`src/hw/rtl/fvm_pkg.sv`:
```
// Package for the valid-mode FIR filter: tap index width, command codes
// and the control group that the top level drives into each tap cell.
// No dependencies; every other filter file but fvm_out_if imports it.
`default_nettype none

package fvm_pkg;

    // Width of the tap index field of an input item.
    localparam int IDX_W = 5;

    // Item command codes.
    localparam logic CMD_SAMPLE = 1'b0;
    localparam logic CMD_TAP_WR = 1'b1;

    // Per-cell control from the top level.
    typedef struct packed {
        logic shift;   // take the neighbouring sample into the delay stage
        logic tap_wr;  // load the coefficient on tap_value
    } fvm_cell_ctl_t;

endpackage

`default_nettype wire

```
`src/hw/rtl/fvm_cell.sv`:
```
// One tap cell of the filter chain: a coefficient, one delay stage and a
// partial sum stage that adds this tap's product as the sum passes through.
// Depends on fvm_pkg for the control group.
`default_nettype none

module fvm_cell #(
    parameter int SAMPLE_BITS = 16,
    parameter int ACC_W       = 37
) (
    input  wire logic                          clk,
    input  wire logic                          rst_n,
    input  wire fvm_pkg::fvm_cell_ctl_t        ctl,
    input  wire logic signed [SAMPLE_BITS-1:0] tap_value,
    input  wire logic signed [SAMPLE_BITS-1:0] sample_in,
    output logic signed [SAMPLE_BITS-1:0]      sample_out,
    input  wire logic signed [ACC_W-1:0]       sum_in,
    input  wire logic                          tok_in,
    output logic signed [ACC_W-1:0]            sum_out,
    output logic                               tok_out
);
    import fvm_pkg::*;

    logic signed [SAMPLE_BITS-1:0]   tap_reg;
    logic signed [SAMPLE_BITS-1:0]   sample_reg;
    logic signed [2*SAMPLE_BITS-1:0] prod;
    logic signed [ACC_W-1:0]         sum_reg;
    logic signed [ACC_W-1:0]         sum_next;
    logic                            tok_reg;

    // Coefficient store with no reset; the user must write it before use, the cell does not check.
    always_ff @(posedge clk)
    begin
        if (ctl.tap_wr)
        begin
            tap_reg <= tap_value;
        end
    end

    // Delay stage, cleared by reset and shifted on each accepted sample.
    always_ff @(posedge clk or negedge rst_n)
    begin
        if (!rst_n)
        begin
            sample_reg <= '0;
        end
        else if (ctl.shift)
        begin
            sample_reg <= sample_in;
        end
    end

    // Exact product and the partial sum it joins.
    assign prod     = sample_reg * tap_reg;
    assign sum_next = sum_in + ACC_W'(prod);

    always_ff @(posedge clk)
    begin
        sum_reg <= sum_next;
    end

    // The token marks the cycle in which sum_reg holds a live partial sum.
    always_ff @(posedge clk or negedge rst_n)
    begin
        if (!rst_n)
        begin
            tok_reg <= 1'b0;
        end
        else
        begin
            tok_reg <= tok_in;
        end
    end

    assign sample_out = sample_reg;
    assign sum_out    = sum_reg;
    assign tok_out    = tok_reg;

endmodule

`default_nettype wire

```
`config.mk`:
```
export PLATFORM = sky130hd
export DESIGN_NAME = fvm_cell
export DESIGN_NICKNAME = d
export VERILOG_FILES = /design/src/hw/rtl/fvm_pkg.sv /design/src/hw/rtl/fvm_cell.sv
export SDC_FILE = /design/constraint.sdc
export NUM_CORES = 1
export LEC_CHECK = 0
export ABC_AREA = 1
export BUFFER_PORTS_ARGS = -buffer_cell sky130_fd_sc_hd__buf_2
export CORE_ASPECT_RATIO = 0.5
export CORE_UTILIZATION = 41
export DETAILED_ROUTE_END_ITERATION = 7
export HOLD_SLACK_MARGIN = 0.03
export MAX_ROUTING_LAYER = met4
export PLACE_DENSITY = 0.6
export SYNTH_ARGS = -nofsm -noshare
export SYNTH_HDL_FRONTEND = slang
export SYNTH_SLANG_ARGS = --single-unit
```
`constraint.sdc`:
```
create_clock -name clk -period 6.05 [get_ports clk]
set_input_delay 0.9075 -clock clk [delete_from_list [all_inputs] [get_ports clk]]
set_output_delay 0.9075 -clock clk [all_outputs]
set_load 0.01 [all_outputs]
```
======== Word level (Yosys, flattened, before mapping) ========
Index checks and enable logic that the tools add are counted.
storage, ports and cells
  register bits ........................... 70
  output and inout port bits .............. 54
  word-level logic and storage cells ...... 6
operators by class
  add/sub/neg operators ................... 1
  multipliers ............................. 1
operators with widths
  operator                      count
  adder 37 x 32 -> 37 bit       1
  multiplier 16 x 16 -> 32 bit  1

======== Logic depth before layout (Yosys ltp) ========
  depth after elaboration ................. 2
  depth in mapped cells ................... 29

======== Worst setup path after synthesis ========
No wires, ideal clock.
  kind .................................... register -> register
  start ................................... reg sample_reg[15], in the netlist sample_out[15]
  end ..................................... reg sum_reg[36], in the netlist sum_out[36]
  arrival ................................. 5659 ps
  data required time ...................... 5992 ps
  slack ................................... 333 ps
  stages on the path, launching flop included .. 24
  clock period less this slack ............ 5717 ps
  cells stage by stage .................... dfrtp_1 buf_2 clkbuf_1 nand2_1 fa_1 inv_1 fa_1 inv_1 fa_1 inv_1 fa_1 inv_1 fa_1 inv_1 fa_1 ha_1 inv_1 nor3_1 nand2_1 nor2_1 nand3_1 nand3_1 nand2_1 nand2_1
on the way
  cells in the longest elaborated chain, start to end .. 2
RTL lines
  element                       RTL line        source
  start: declaration            fvm_cell.sv:24  logic signed [SAMPLE_BITS-1:0] sample_reg;
  start signal: assignment      fvm_cell.sv:48  sample_reg <= sample_in;
  multiplier 16 x 16 -> 32 bit  fvm_cell.sv:53  assign prod = sample_reg * tap_reg;
  adder 37 x 32 -> 37 bit       fvm_cell.sv:54  assign sum_next = sum_in + ACC_W'(prod);
  via sum_next[36]              fvm_cell.sv:27  logic signed [ACC_W-1:0] sum_next;
  end signal: assignment        fvm_cell.sv:58  sum_reg <= sum_next;
  end: declaration              fvm_cell.sv:26  logic signed [ACC_W-1:0] sum_reg;
The timed path passes the listed nets, and every way through them passes these cells.
A chain may end at the register's enable or synchronous reset.

======== Worst setup path in the final report ========
  start ................................... reg tap_reg[6]
  end ..................................... reg sum_reg[26], in the netlist sum_out[26]
on the way
  cells in the longest elaborated chain, start to end .. 2
RTL lines
  element                       RTL line        source
  start: declaration            fvm_cell.sv:23  logic signed [SAMPLE_BITS-1:0] tap_reg;
  start signal: assignment      fvm_cell.sv:35  tap_reg <= tap_value;
  multiplier 16 x 16 -> 32 bit  fvm_cell.sv:53
  adder 37 x 32 -> 37 bit       fvm_cell.sv:54
  via sum_next[26]              fvm_cell.sv:27
The timed path passes the listed nets, and every way through them passes these cells.

==> reports/metrics.cfg <==
[die]
die_x_um=269
core-area_um2=34800
io_pins=128
die_area_um2=36500
start_util=0.420
row_count=48
fp.dieH_um=136

[synthesis]
yosys.area_share.simple=0.154
synth_mux_area_frac=0.0100
ys_warn_count=0
yosysMostFrequentCell=inv_1
synth.distinct_cells=32
syn_avg_cell_area_um2=8.29
synth_flop_cell=dfxtp_1
synth-xor-area-share=0.0114
synth_area_leaders=fa_1, inv_1, nand2_1
synth_top_area_frac=0.435
synth_cells=1766
synth_edf_count=16
synth_fa_ha_area_frac=0.528
synth_nets=2267
synth_top_family_by_area=adder cells
yosys-top-cells-count=inv_1, nand2_1, fa_1
synth_compound_area_frac=0.0242
yosys.area.top_type=fa_1
async_flop_share=0.243
synth_seq_cells=70
ys_seq_area_frac=0.113
syn_area_um2=14600

[drt]
wl_per_cell_um=15.1
wl_met3_um=1940
drcViolationCount=0
first_iter_violations=514
ant_nets=0
wl_met1_um=16600
first_pass_iters=5
vias_per_cell=4.58
vias=10909
highest_layer=met4
drt_wl_total_um=35900
dr_wl_met2_um=17000

[timing]
max_freq_mhz=172
min_period_over_period=0.959
fin_skew_ns=0.0142
tightestPinTransition_ns=0.663
finalHoldViolCount=0
max-slew-margin-rel=0.558
layout_min_cycle_time_ns=5.80
finalSetupViolCount=0
drv_slew=0

[critical_path]
cp_max_fo=9
arrival_ns=6.04
reg2reg_depth=22
start_kind=register
required_ns=6.29
path_class=reg2reg
endpoint_kind=register
rrSetupSlack_ns=0.25

[final_layout]
final_area_um2=16400
area_growth_syn_to_layout_pct=12.3
instances_no_fill=2382
final_nets=2403
diodes=0
drive_gt1_frac=0.139
largest_reg_flops=37

[clocking]
clkSlewWorstSetupHoldPaths_ns=0.07
clock_sinks=70
htree_levels=3
clk_latency_ns=0.37
clock_path_buffers=2
cts-root-buf=clkbuf_16
cts_buffers=9
cts_tree=built

[place]
dpl.cell_count=2358
placed_area_um2=16100
gp_congestion=0.960
dpl.hpwl_um=31600
io_buffer_count=127

[global_routing]
grt_remaining_overflow=0
grt_pass1_vias=11633
grt_pass1_wl_um=60200
grt_usage=0.220
antenna_found_initial=0
grt_max_degree=20

[run_status]
status=finished, final reports clean

[job]
cap_violations=0

[min_path]
hold_path_class=in2async

## cells in the final DEF (no fill, tap or decap), types with 3 or more instances in the layout
cell type / instances
mux2_2: 13
nor3_2: 3
nand2_2: 16
a21oi_2: 4
buf_12: 4
nor3_1: 3
nand2_1: 415
buf_2: 127
dfrtp_1: 15
xor2_1: 16
nor2_2: 8
fa_1: 316
xnor2_1: 3
inv_6: 3
edfxtp_1: 16
nand3_1: 31
buf_4: 60
nor2_1: 65
inv_2: 4
ha_1: 109
a21o_1: 4
o21bai_1: 4
inv_1: 553
clkbuf_16: 9
dfxtp_1: 37
nand4_1: 4
o21ai_0: 18
a21oi_1: 27
## per-stage QoR
stage	worst slack, ns	setup TNS, ns	hold WS, ns	utilization
5_1_grt	-0.000206	-0.000206	0.480	0.472
2_1_floorplan	0.333	0	0.612	-
6_report	0.249	0	0.467	0.472
3_5_place_dp	0.0936	0	0.549	0.461
4_1_cts	0.0621	0	0.464	0.469
3_3_place_gp	0.0809	0	0.546	0.461
## kinds of logic (layout without fill, tap and decap cells)
| group | count (synthesis) | in the layout |
|---|---|---|
| simple gates | 552 | 552 |
| buf+inv | 623 | 764 |
| compound gates | 62 | 62 |
| mux | 13 | 13 |
| flops | 70 | 70 |
| fa+ha+maj | 427 | 427 |
| xor+xnor | 19 | 19 |
## critical path: stages (launching register included)
cell and delay, ns:
edfxtp_1 0.64, buf_4 0.26, nand2_1 0.08, fa_1 0.50, inv_1 0.05, fa_1 0.47
fa_1 0.53, inv_1 0.06, fa_1 0.53, inv_1 0.05, fa_1 0.48, inv_1 0.05
fa_1 0.48, inv_1 0.04, ha_1 0.34, nand2_1 0.08, nand2_1 0.08, a21oi_1 0.20
nor2_1 0.09, o21ai_0 0.39, nand3_1 0.13, nand2_1 0.08, nand2_1 0.07
## area by class of cell
cell class,count,area (µm²)
multi-input combinational,1073,10700
clock inverter,7,60.1
fill,3448,18400
sequential,70,1650
inverter,557,2090
clock buffer,9,225
tap,475,594
timing repair buffer,191,1170
## layer usage
layer  up-vias  track usage
met1      5440        0.295
met5         -            -
met3        24       0.0360
met4         0       0.0359
met2       225        0.359
li1       5220            -
## repair_timing
action,CTS,global route
gates resized for setup,0,9
hold buffers,0,0
setup endpoints to repair,0,11
setup buffers,0,8
## worst paths after layout
check                               from              to
max in group asynchronous          rst_n  sample_out[15]
hold reg to reg            sample_out[0]   sample_out[0]
min in group clk           sample_out[0]   sample_out[0]
hold / removal                     rst_n         tok_out
setup reg to reg              tap_reg[6]     sum_out[26]
setup / recovery              tap_reg[6]     sum_out[26]
Power is left out: the tool's default activity adds up to more than one toggle a clock period on the data nets, which glitch-free logic cannot reach.
