File: config.mk
export PLATFORM = sky130hd
export DESIGN_NAME = fvm_round
export DESIGN_NICKNAME = d
export VERILOG_FILES = /design/src/hw/rtl/fvm_pkg.sv /design/src/hw/rtl/fvm_round.sv
export SDC_FILE = /design/constraint.sdc
export NUM_CORES = 1
export LEC_CHECK = 0
export BUFFER_PORTS_ARGS = -buffer_cell sky130_fd_sc_hd__buf_4
export CORE_ASPECT_RATIO = 1.25
export CORE_MARGIN = 2
export CORE_UTILIZATION = 49
export DETAILED_ROUTE_END_ITERATION = 12
export PLACE_DENSITY_LB_ADDON = 0.1
export REMOVE_ABC_BUFFERS = 1
export SLEW_MARGIN = 15
export SYNTH_ARGS = -nofsm -noshare
export SYNTH_HDL_FRONTEND = slang
export SYNTH_SLANG_ARGS = --single-unit
File: constraint.sdc
create_clock -name clk -period 0.85 [get_ports clk]
set_input_delay 0.17 -clock clk [delete_from_list [all_inputs] [get_ports clk]]
set_output_delay 0.17 -clock clk [all_outputs]
set_load 0.05 [all_outputs]
File: src/hw/rtl/fvm_pkg.sv
// Package for the valid-mode FIR filter: tap index width, command codes
// and the control group that the top level drives into each tap cell.
// No dependencies; every other filter file but fvm_out_if imports it.
`default_nettype none

package fvm_pkg;

    // Width of the tap index field of an input item.
    localparam int IDX_W = 5;

    // Item command codes.
    localparam logic CMD_SAMPLE = 1'b0;
    localparam logic CMD_TAP_WR = 1'b1;

    // Per-cell control from the top level.
    typedef struct packed {
        logic shift;   // take the neighbouring sample into the delay stage
        logic tap_wr;  // load the coefficient on tap_value
    } fvm_cell_ctl_t;

endpackage

`default_nettype wire

File: src/hw/rtl/fvm_round.sv
// Output stage of the filter chain: rounds the full-precision sum half up
// to Q1.(SAMPLE_BITS-1) and saturates it, with a registered result.
// Depends on fvm_pkg.
`default_nettype none

module fvm_round #(
    parameter int SAMPLE_BITS = 16,
    parameter int ACC_W       = 37
) (
    input  wire logic                          clk,
    input  wire logic                          rst_n,
    input  wire logic signed [ACC_W-1:0]       sum_in,
    input  wire logic                          valid_in,
    output logic signed [SAMPLE_BITS-1:0]      value_out,
    output logic                               valid_out
);
    import fvm_pkg::*;

    localparam logic [ACC_W-1:0] RND = ACC_W'(1) << (SAMPLE_BITS - 2);
    localparam logic [SAMPLE_BITS-1:0] POS_MAX = {1'b0, {(SAMPLE_BITS-1){1'b1}}};
    localparam logic [SAMPLE_BITS-1:0] NEG_MAX = {1'b1, {(SAMPLE_BITS-1){1'b0}}};

    logic [ACC_W-1:0]              rounded;
    logic [ACC_W-2*SAMPLE_BITS+1:0] hi_bits;
    logic                          fits;
    logic [SAMPLE_BITS-1:0]        value_next;
    logic signed [SAMPLE_BITS-1:0] value_reg;
    logic                          valid_reg;

    // Round half up, then keep the bits above the fraction; the result fits
    // when every bit from its sign upward agrees.
    always_comb
    begin
        rounded    = sum_in + RND;
        hi_bits    = rounded[ACC_W-1:2*SAMPLE_BITS-2];
        fits       = (&hi_bits) || !(|hi_bits);
        value_next = rounded[2*SAMPLE_BITS-2:SAMPLE_BITS-1];
        if (!fits)
        begin
            value_next = rounded[ACC_W-1] ? NEG_MAX : POS_MAX;
        end
    end

    always_ff @(posedge clk)
    begin
        if (valid_in)
        begin
            value_reg <= value_next;
        end
    end

    always_ff @(posedge clk or negedge rst_n)
    begin
        if (!rst_n)
        begin
            valid_reg <= 1'b0;
        end
        else
        begin
            valid_reg <= valid_in;
        end
    end

    assign value_out = value_reg;
    assign valid_out = valid_reg;

endmodule

`default_nettype wire

Word level (Yosys, flattened, before mapping)
Index checks and enable logic that the tools add are counted.
- register bits after elaboration: 17
- input port bits: 40
- output and inout bits: 17
- word-level logic and storage cells: 9
- add/subtract/negate cells: 1
- muxes and demuxes: 2
- reductions and logical operators: 4
- operator list (operator ; number):
    37-bit by 15-bit adder with 37-bit output, second input constant ; 1
    16-bit two-way mux ; 2
    7-bit AND reduction ; 1
    7-bit OR reduction ; 1
    1-bit zero test ; 1
    1-bit logical OR ; 1

Depth between registers and ports, before layout
Gate-level depths: netlist (run 1).
- word-level depth: 5
- depth in mapped cells: 8
- gate-level depth less buffers: 7

Least setup slack after synthesis (run 1)
Ideal clock, no wire load.
- kind: in2reg
- start point: input port sum_in[14]
- end point: register value_reg[11] (netlist: value_out[11]) (data pin)
- library setup time: 255 ps
- arrival: 1898 ps
- required time: 595 ps
- setup slack: -1303 ps
- stages: 6
- buffers on the path: 0
- cell sequence: ha_1 -> nand4_1 -> or4_4 -> o31a_1 -> o41a_1 -> a31o_1
- cells in the longest elaborated chain, start to end: 5
- elaborated cells on any way between the ends: 7
- classes of those cells: add/sub: 1; mux: 2; reduce/logical: 4
- RTL lines (element ; RTL line ; RTL):
    from (decl) ; fvm_round.sv:12 ; input wire logic signed [ACC_W-1:0] sum_in,
    37-bit by 15-bit adder with 37-bit output * ; fvm_round.sv:34 ; rounded = sum_in + RND;
    7-bit OR reduction ; fvm_round.sv:36 ; fits = (&hi_bits) || !(|hi_bits);
    1-bit zero test ; fvm_round.sv:36 ;
    1-bit logical OR ; fvm_round.sv:36 ;
    16-bit two-way mux * ; fvm_round.sv:38 ; if (!fits)
    via value_next[11] ; fvm_round.sv:26 ; logic [SAMPLE_BITS-1:0] value_next;
    to (signal assigned) ; fvm_round.sv:48 ; value_reg <= value_next;
    to (decl) ; fvm_round.sv:27 ; logic signed [SAMPLE_BITS-1:0] value_reg;
The timed path passes the listed nets; every way through them passes the cells marked *.
A chain may end at the register's enable or synchronous reset.

Worst setup path after layout (run 1)
Same ends and word-level chain as after synthesis.

==> results_dict.tcl, run 1 <==
set metrics [dict create \
    nets 253 \
    clk_pin_slew_ps 90 \
    failed_checks "setup timing" \
    ir_drop_uv 1142 \
    placed_cell_area_um2 1828 \
    floorplan.rows 19 \
    start_util 0.5297 \
    cts_root_buffer "clkbuf_4" \
    power.internal_mw 1.625 \
    status "finished, violations left" \
    static-leakage-power_nw 0.8729 \
    combPwrFrac 0.415 \
    synth_top_area_cell "edfxtp_1" \
    layout-drive-gt1-share 0.5545 \
    worstPathArrival_ps 2060 \
    cts_made_buffers 3 \
    cp_data_required_time_ps 910 \
    seqPwrFrac 0.406 \
    endpoint_kind "flop" \
    core-area_um2 2235 \
    design_area_um2 2116 \
    holdPathStages 1 \
    ys_top_cells_by_count "nand3_1 (21), edfxtp_1 (16), nand2_1 (16), nor2_1 (10), xnor2_1 (9)" \
    post-route-util 0.9468 \
    hold_end "valid_out" \
    track_usage 0.3375 \
    power_density_nw_per_um2 1204 \
    io_buffers 42 \
    drc_errors 0 \
    tightest_slew_ps 375.4 \
    synthTopCellsByArea "edfxtp_1 (41%), nand3_1 (8.9%), xnor2_1 (6.7%)" \
    postRouteWirelength_mm 5.612 \
    drtIter0Drc 136 \
    n_antenna_cell 0 \
    postSynth.asyncResetShare 0.05882 \
    finalMaxSlewViolations 0 \
    synth_top_flop_cell "edfxtp_1" \
    wl_per_cell_um 23.19 \
    hp-class "in2reg" \
    grt_pass1_wl_mm 6.693 \
    switching_share 0.3623 \
    dieArea_um2 2827 \
    setup_viol 33 \
    grt_pass1_vias 1390 \
    cts_max_level 1 \
    worstPathCellList "buf_8 -> ha_4 -> nand4_1 -> or4_4 -> o31a_1 -> o41a_1 -> a31o_1" \
    ys_warn_count 0 \
    clk_path_buf_depth 2 \
    place_congestion 0.9093 \
    setup_slack_ps -1150 \
    yosys.area.top_type_share 0.4059 \
    rsz0062_at_grt "yes" \
    hold_viol 0 \
    syn_area_um2 1184 \
    first_pass_iters 7 \
    synth_edf_count 16 \
    yosysMostFrequentCell "nand3_1" \
    critPathLaunchType "input pin" \
    switchingPower_mw 0.9230 \
    worstPathMaxFanout 4 \
    die_w_um 47.96 \
    io_pins 57 \
    syn_area_per_cell_um2 9.782 \
    vias 1602 \
    hpwl_mm 2.458 \
    postRouteAntennaNets 0 \
    cts_tree "done" \
    ys_seq_area_frac 0.4271 \
    overflow 0 \
    syn2layout_area_growth_pct 78.75 \
    grt_max_degree 18 \
    synth_seq_cells 17 \
    netlist_instances 121 \
    pwr-share-clk 0.179 \
    min_period_ps 2000 \
    relSlewSlack 0.7479 \
    cts_sinks 17 \
    cp_slowest_cell "or4_4" \
    slowest_delay_ps 560 \
    synth_cell_types 30 \
    critical_path_class "in2reg" \
    maxCapViolCount 0 \
    worstHoldStart "valid_in" \
    period_share 2.353 \
    fp.dieH_um 58.95 \
    vias_per_cell 6.620 \
    fmax_ghz 0.5000 \
    antenna_found_initial 0 \
]
==> metrics by stage <==
stage | total power, mW | instances | setup TNS, ps | hold slack [ps] | worst slack [ps]
final | 2.548 | 242 | -20470 | 132.1 | -1150
after global routing | 2.605 | 242 | -21240 | 130.6 | -1152
after CTS | 2.386 | 239 | -17330 | 142.4 | -968.4
after detailed placement | 1.877 | 231 | -21040 | -54.16 | -1402
after global placement | 1.854 | 231 | -20330 | -55.21 | -1377
after floorplan | 1.467 | 120 | -19970 | -125.6 | -1303
==> worst max-delay path: cells and delay by family <==
kind,cells,cell delay [ps]
AOI/OAI and AO/OA,3,1000
and+or+nand+nor,2,660
adders and majority gates,1,130
buffers and inverters,1,80
==> how the worst max path moves through the flow <==
stage	end	startpoint	slack, ps
2_1_floorplan	value_out[11]	sum_in[14]	-1300
3_3_place_gp	value_out[11]	sum_in[14]	-1380
3_5_place_dp	value_out[11]	sum_in[14]	-1400
4_1_cts	value_out[4]	sum_in[21]	-970
5_1_grt	value_out[0]	sum_in[14]	-1150
6_report	value_out[11]	sum_in[14]	-1150
==> per-layer routing <==
metal  global-route usage  up-vias  wire (um)
li1                     -      630          -
met1               0.4039      724       1786
met2               0.5943      186       2777
met3              0.03988       62        608
met4               0.1197        0        440
met5                    0        -          0
==> repair_timing <==
item	in CTS	in global routing
buffers inserted	2	5
pin swaps	4	10
gates cloned	1	0
gates resized for setup	37	16
hold buffers	1	0
endpoints found under the hold margin	1	0
setup endpoints to repair	33	33
==> kinds of logic after synthesis <==
| group | Yosys count | synth area share |
|---|---|---|
| AO/OA/AOI/OAI | 17 | 0.1269 |
| XOR/XNOR | 17 | 0.1258 |
| adder cells (fa/ha/maj) | 1 | 0.01057 |
| buffers and inverters | 6 | 0.02220 |
| flip-flops | 17 | 0.4271 |
| multiplexers | 2 | 0.01797 |
| AND/OR/NAND/NOR | 61 | 0.2696 |
==> flip-flops by register name, summed over array words and instances (netlist names) <==
signal	flops
value_out	16
valid_out	1
==> final cells by class <==
cell class                 count  area (um^2)
tap                           31        38.79
inverter                       5        18.77
clock buffer                   4        26.28
multi-input combinational     98        758.2
sequential                    17        505.5
fill                          62        118.9
timing repair buffer          87        768.2
==> power by group through the flow <==
stage / clock (mW) / sequential [mW] / combinational [mW]
3_5_place_dp: 0 / 1.03 / 0.843
3_3_place_gp: 0 / 1.03 / 0.821
2_1_floorplan: 0 / 1.29 / 0.175
4_1_cts: 0.405 / 1.03 / 0.952
5_1_grt: 0.480 / 1.04 / 1.08
6_report: 0.456 / 1.03 / 1.06
==> placed cells by master, fill, tap and decap left out, types with 2 or more instances in the layout <==
cell and instances:
nor2_1 9, xnor2_1 9, xor2_1 8, o21ai_1 2, nand3_2 6, buf_6 24
nand3_1 15, o21ai_2 6, edfxtp_1 16, nand4_4 2, buf_4 59, nand2_1 16
nand4_1 6, clkbuf_4 3, buf_8 3, nor3_2 2, inv_1 5
No activity file was read; power rests on OpenSTA's default activity.
==> run 2: changes to the inputs <==
Clock period 0.85 ns to 2.4 ns, I/O delays scaled along.
==> run 2 against run 1 <==
  * The flow now finishes without violations
  * Critical path depth unchanged
  * Flip-flop and latch count unchanged
  * Count of clock-buffer cells in the layout unchanged
  * Setup slack improved by 1300 ps
  * Combinational power decreased by 73%
  * Non-clock buffer count decreased by 21
  * First-iteration DRC count decreased by 85%
  * Worst hold slack improved by 310 ps
  * Critical endpoint unchanged
  * Highest routed layer unchanged
==> results_dict.tcl, run 2 (synthesized netlist as in run 1, its figures left out) <==
set metrics [dict create \
    status "finished clean" \
    power.internal_mw 0.5301 \
    worstPathCellList "buf_4 -> ha_1 -> nand4_1 -> or4_4 -> o31a_1 -> o41a_1 -> a31o_1" \
    drtIter0Drc 21 \
    static-leakage-power_nw 0.7253 \
    fin_cells 221 \
    pre_cts_ws_ps -153.3 \
    min_period_ps 2257 \
    combPwrFrac 0.360 \
    pwr-share-clk 0.188 \
    postRouteWirelength_mm 2.704 \
    first_pass_iters 4 \
    dp_cells 216 \
    io_pins 57 \
    cts_root_buffer "clkbuf_4" \
    cts_sinks 17 \
    worstPathArrival_ps 2310 \
    critPathLaunchType "input pin" \
    critical_path_class "in2reg" \
    postCtsResizedCells 0 \
    fmax_ghz 0.4430 \
    track_usage 0.2336 \
    worstPathMaxFanout 4 \
    cp_data_required_time_ps 2450 \
    tightest_slew_ps 558.4 \
    die_w_um 47.96 \
    syn2layout_area_growth_pct 49.05 \
    setup_tns_ps 0 \
    ir_drop_uv 297.8 \
    whs_ps 437.2 \
    clk_path_buf_depth 2 \
    finalMaxSlewViolations 0 \
    rsz0062_at_grt "no" \
    cts_max_level 1 \
    hpwl_mm 2.278 \
    switching_share 0.3319 \
    cts_tree "done" \
    post-route-util 0.7895 \
    clk_pin_slew_ps 90 \
    setup_viol 0 \
    floorplan.rows 19 \
    overflow 0 \
    vias_per_cell 5.303 \
    core-area_um2 2235 \
    relSlewSlack 0.6265 \
    final_cell_mix "buf_4 (63), nand3_1 (21), nand2_1 (16), edfxtp_1 (16), nor2_1 (10)" \
    dieArea_um2 2827 \
    fp.dieH_um 58.95 \
    maxCapViolCount 0 \
    hp-class "in2reg" \
    endpoint_kind "flop" \
    period_share 0.9405 \
    cp_slowest_cell "or4_4" \
    largest_reg_flops 16 \
    postRouteAntennaNets 0 \
    place_congestion 0.9020 \
    grt_pass1_vias 1177 \
    io_buffers 42 \
    start_util 0.5297 \
    nets 232 \
    layout_commonest_cell "buf_4" \
    slowest_delay_ps 520 \
    setup_slack_ps 142.9 \
    seqPwrFrac 0.453 \
    power_density_nw_per_um2 449.7 \
    cts_made_buffers 3 \
    n_fill_cell 180 \
    layout-drive-gt1-share 0.4158 \
    drc_errors 0 \
    antenna_found_initial 0 \
    n_antenna_cell 0 \
    hold_viol 0 \
    grt_pass1_wl_mm 4.678 \
    grt_max_degree 18 \
    switchingPower_mw 0.2633 \
    wl_per_cell_um 12.24 \
    vias 1172 \
]
run 2: cell count changes in the layout (fill, tap and decap cells not counted), sizes merged:
cell  previous run  this run
buf             86        65
run 2: cell type report:
class                      count  area [um^2]  area share
clock buffer                   4        26.28     0.01489
inverter                       5        18.77     0.01064
sequential                    17        505.5      0.2865
multi-input combinational     98        651.9      0.3695
timing repair buffer          66        523.0      0.2965
tap                           31        38.79     0.02199
run 2: final timing paths:
check / from / to / slack, ps / cells after the start
max: sum_in[14] / value_out[11] / 140 / 7
min: valid_in / valid_out / 440 / 1
max in group asynchronous: rst_n / valid_out / 1820 / 2
min in group asynchronous: rst_n / valid_out / 500 / 2
run 2: power groups by stage:
stage | logic [mW] | clock network (mW) | registers, mW
after floorplan | 0.0621 | 0 | 0.458
after global placement | 0.278 | 0 | 0.366
after detailed placement | 0.284 | 0 | 0.366
after CTS | 0.286 | 0.153 | 0.359
after global routing | 0.306 | 0.161 | 0.362
final | 0.285 | 0.149 | 0.359
run 2: through the flow:
step / cell area, um^2 / total power [mW]
after detailed placement: 1728 / 0.6506
after global routing: 1764 / 0.8287
after CTS: 1764 / 0.7989
after global placement: 1728 / 0.6432
after floorplan: 1176 / 0.5196
final: 1764 / 0.7934
run 2: worst max-delay path, delay by kind of cell:
kind                       cells  cell delay [ps]
AOI/OAI and AO/OA              3              950
adders and majority gates      1              160
buffers and inverters          1               80
and+or+nand+nor                2              620
run 2: repair_timing:
action                                 CTS  global route
hold buffers                             1             0
setup buffers                            0             0
endpoints found under the hold margin    1             0
run 2: metal layers:
| layer | GRT usage | wire [um] |
|---|---|---|
| met1 | 0.2627 | 1029 |
| met3 | 0.02147 | 115 |
| met5 | 0 | 0 |
| met2 | 0.3943 | 1458 |
| met4 | 0.1583 | 102 |
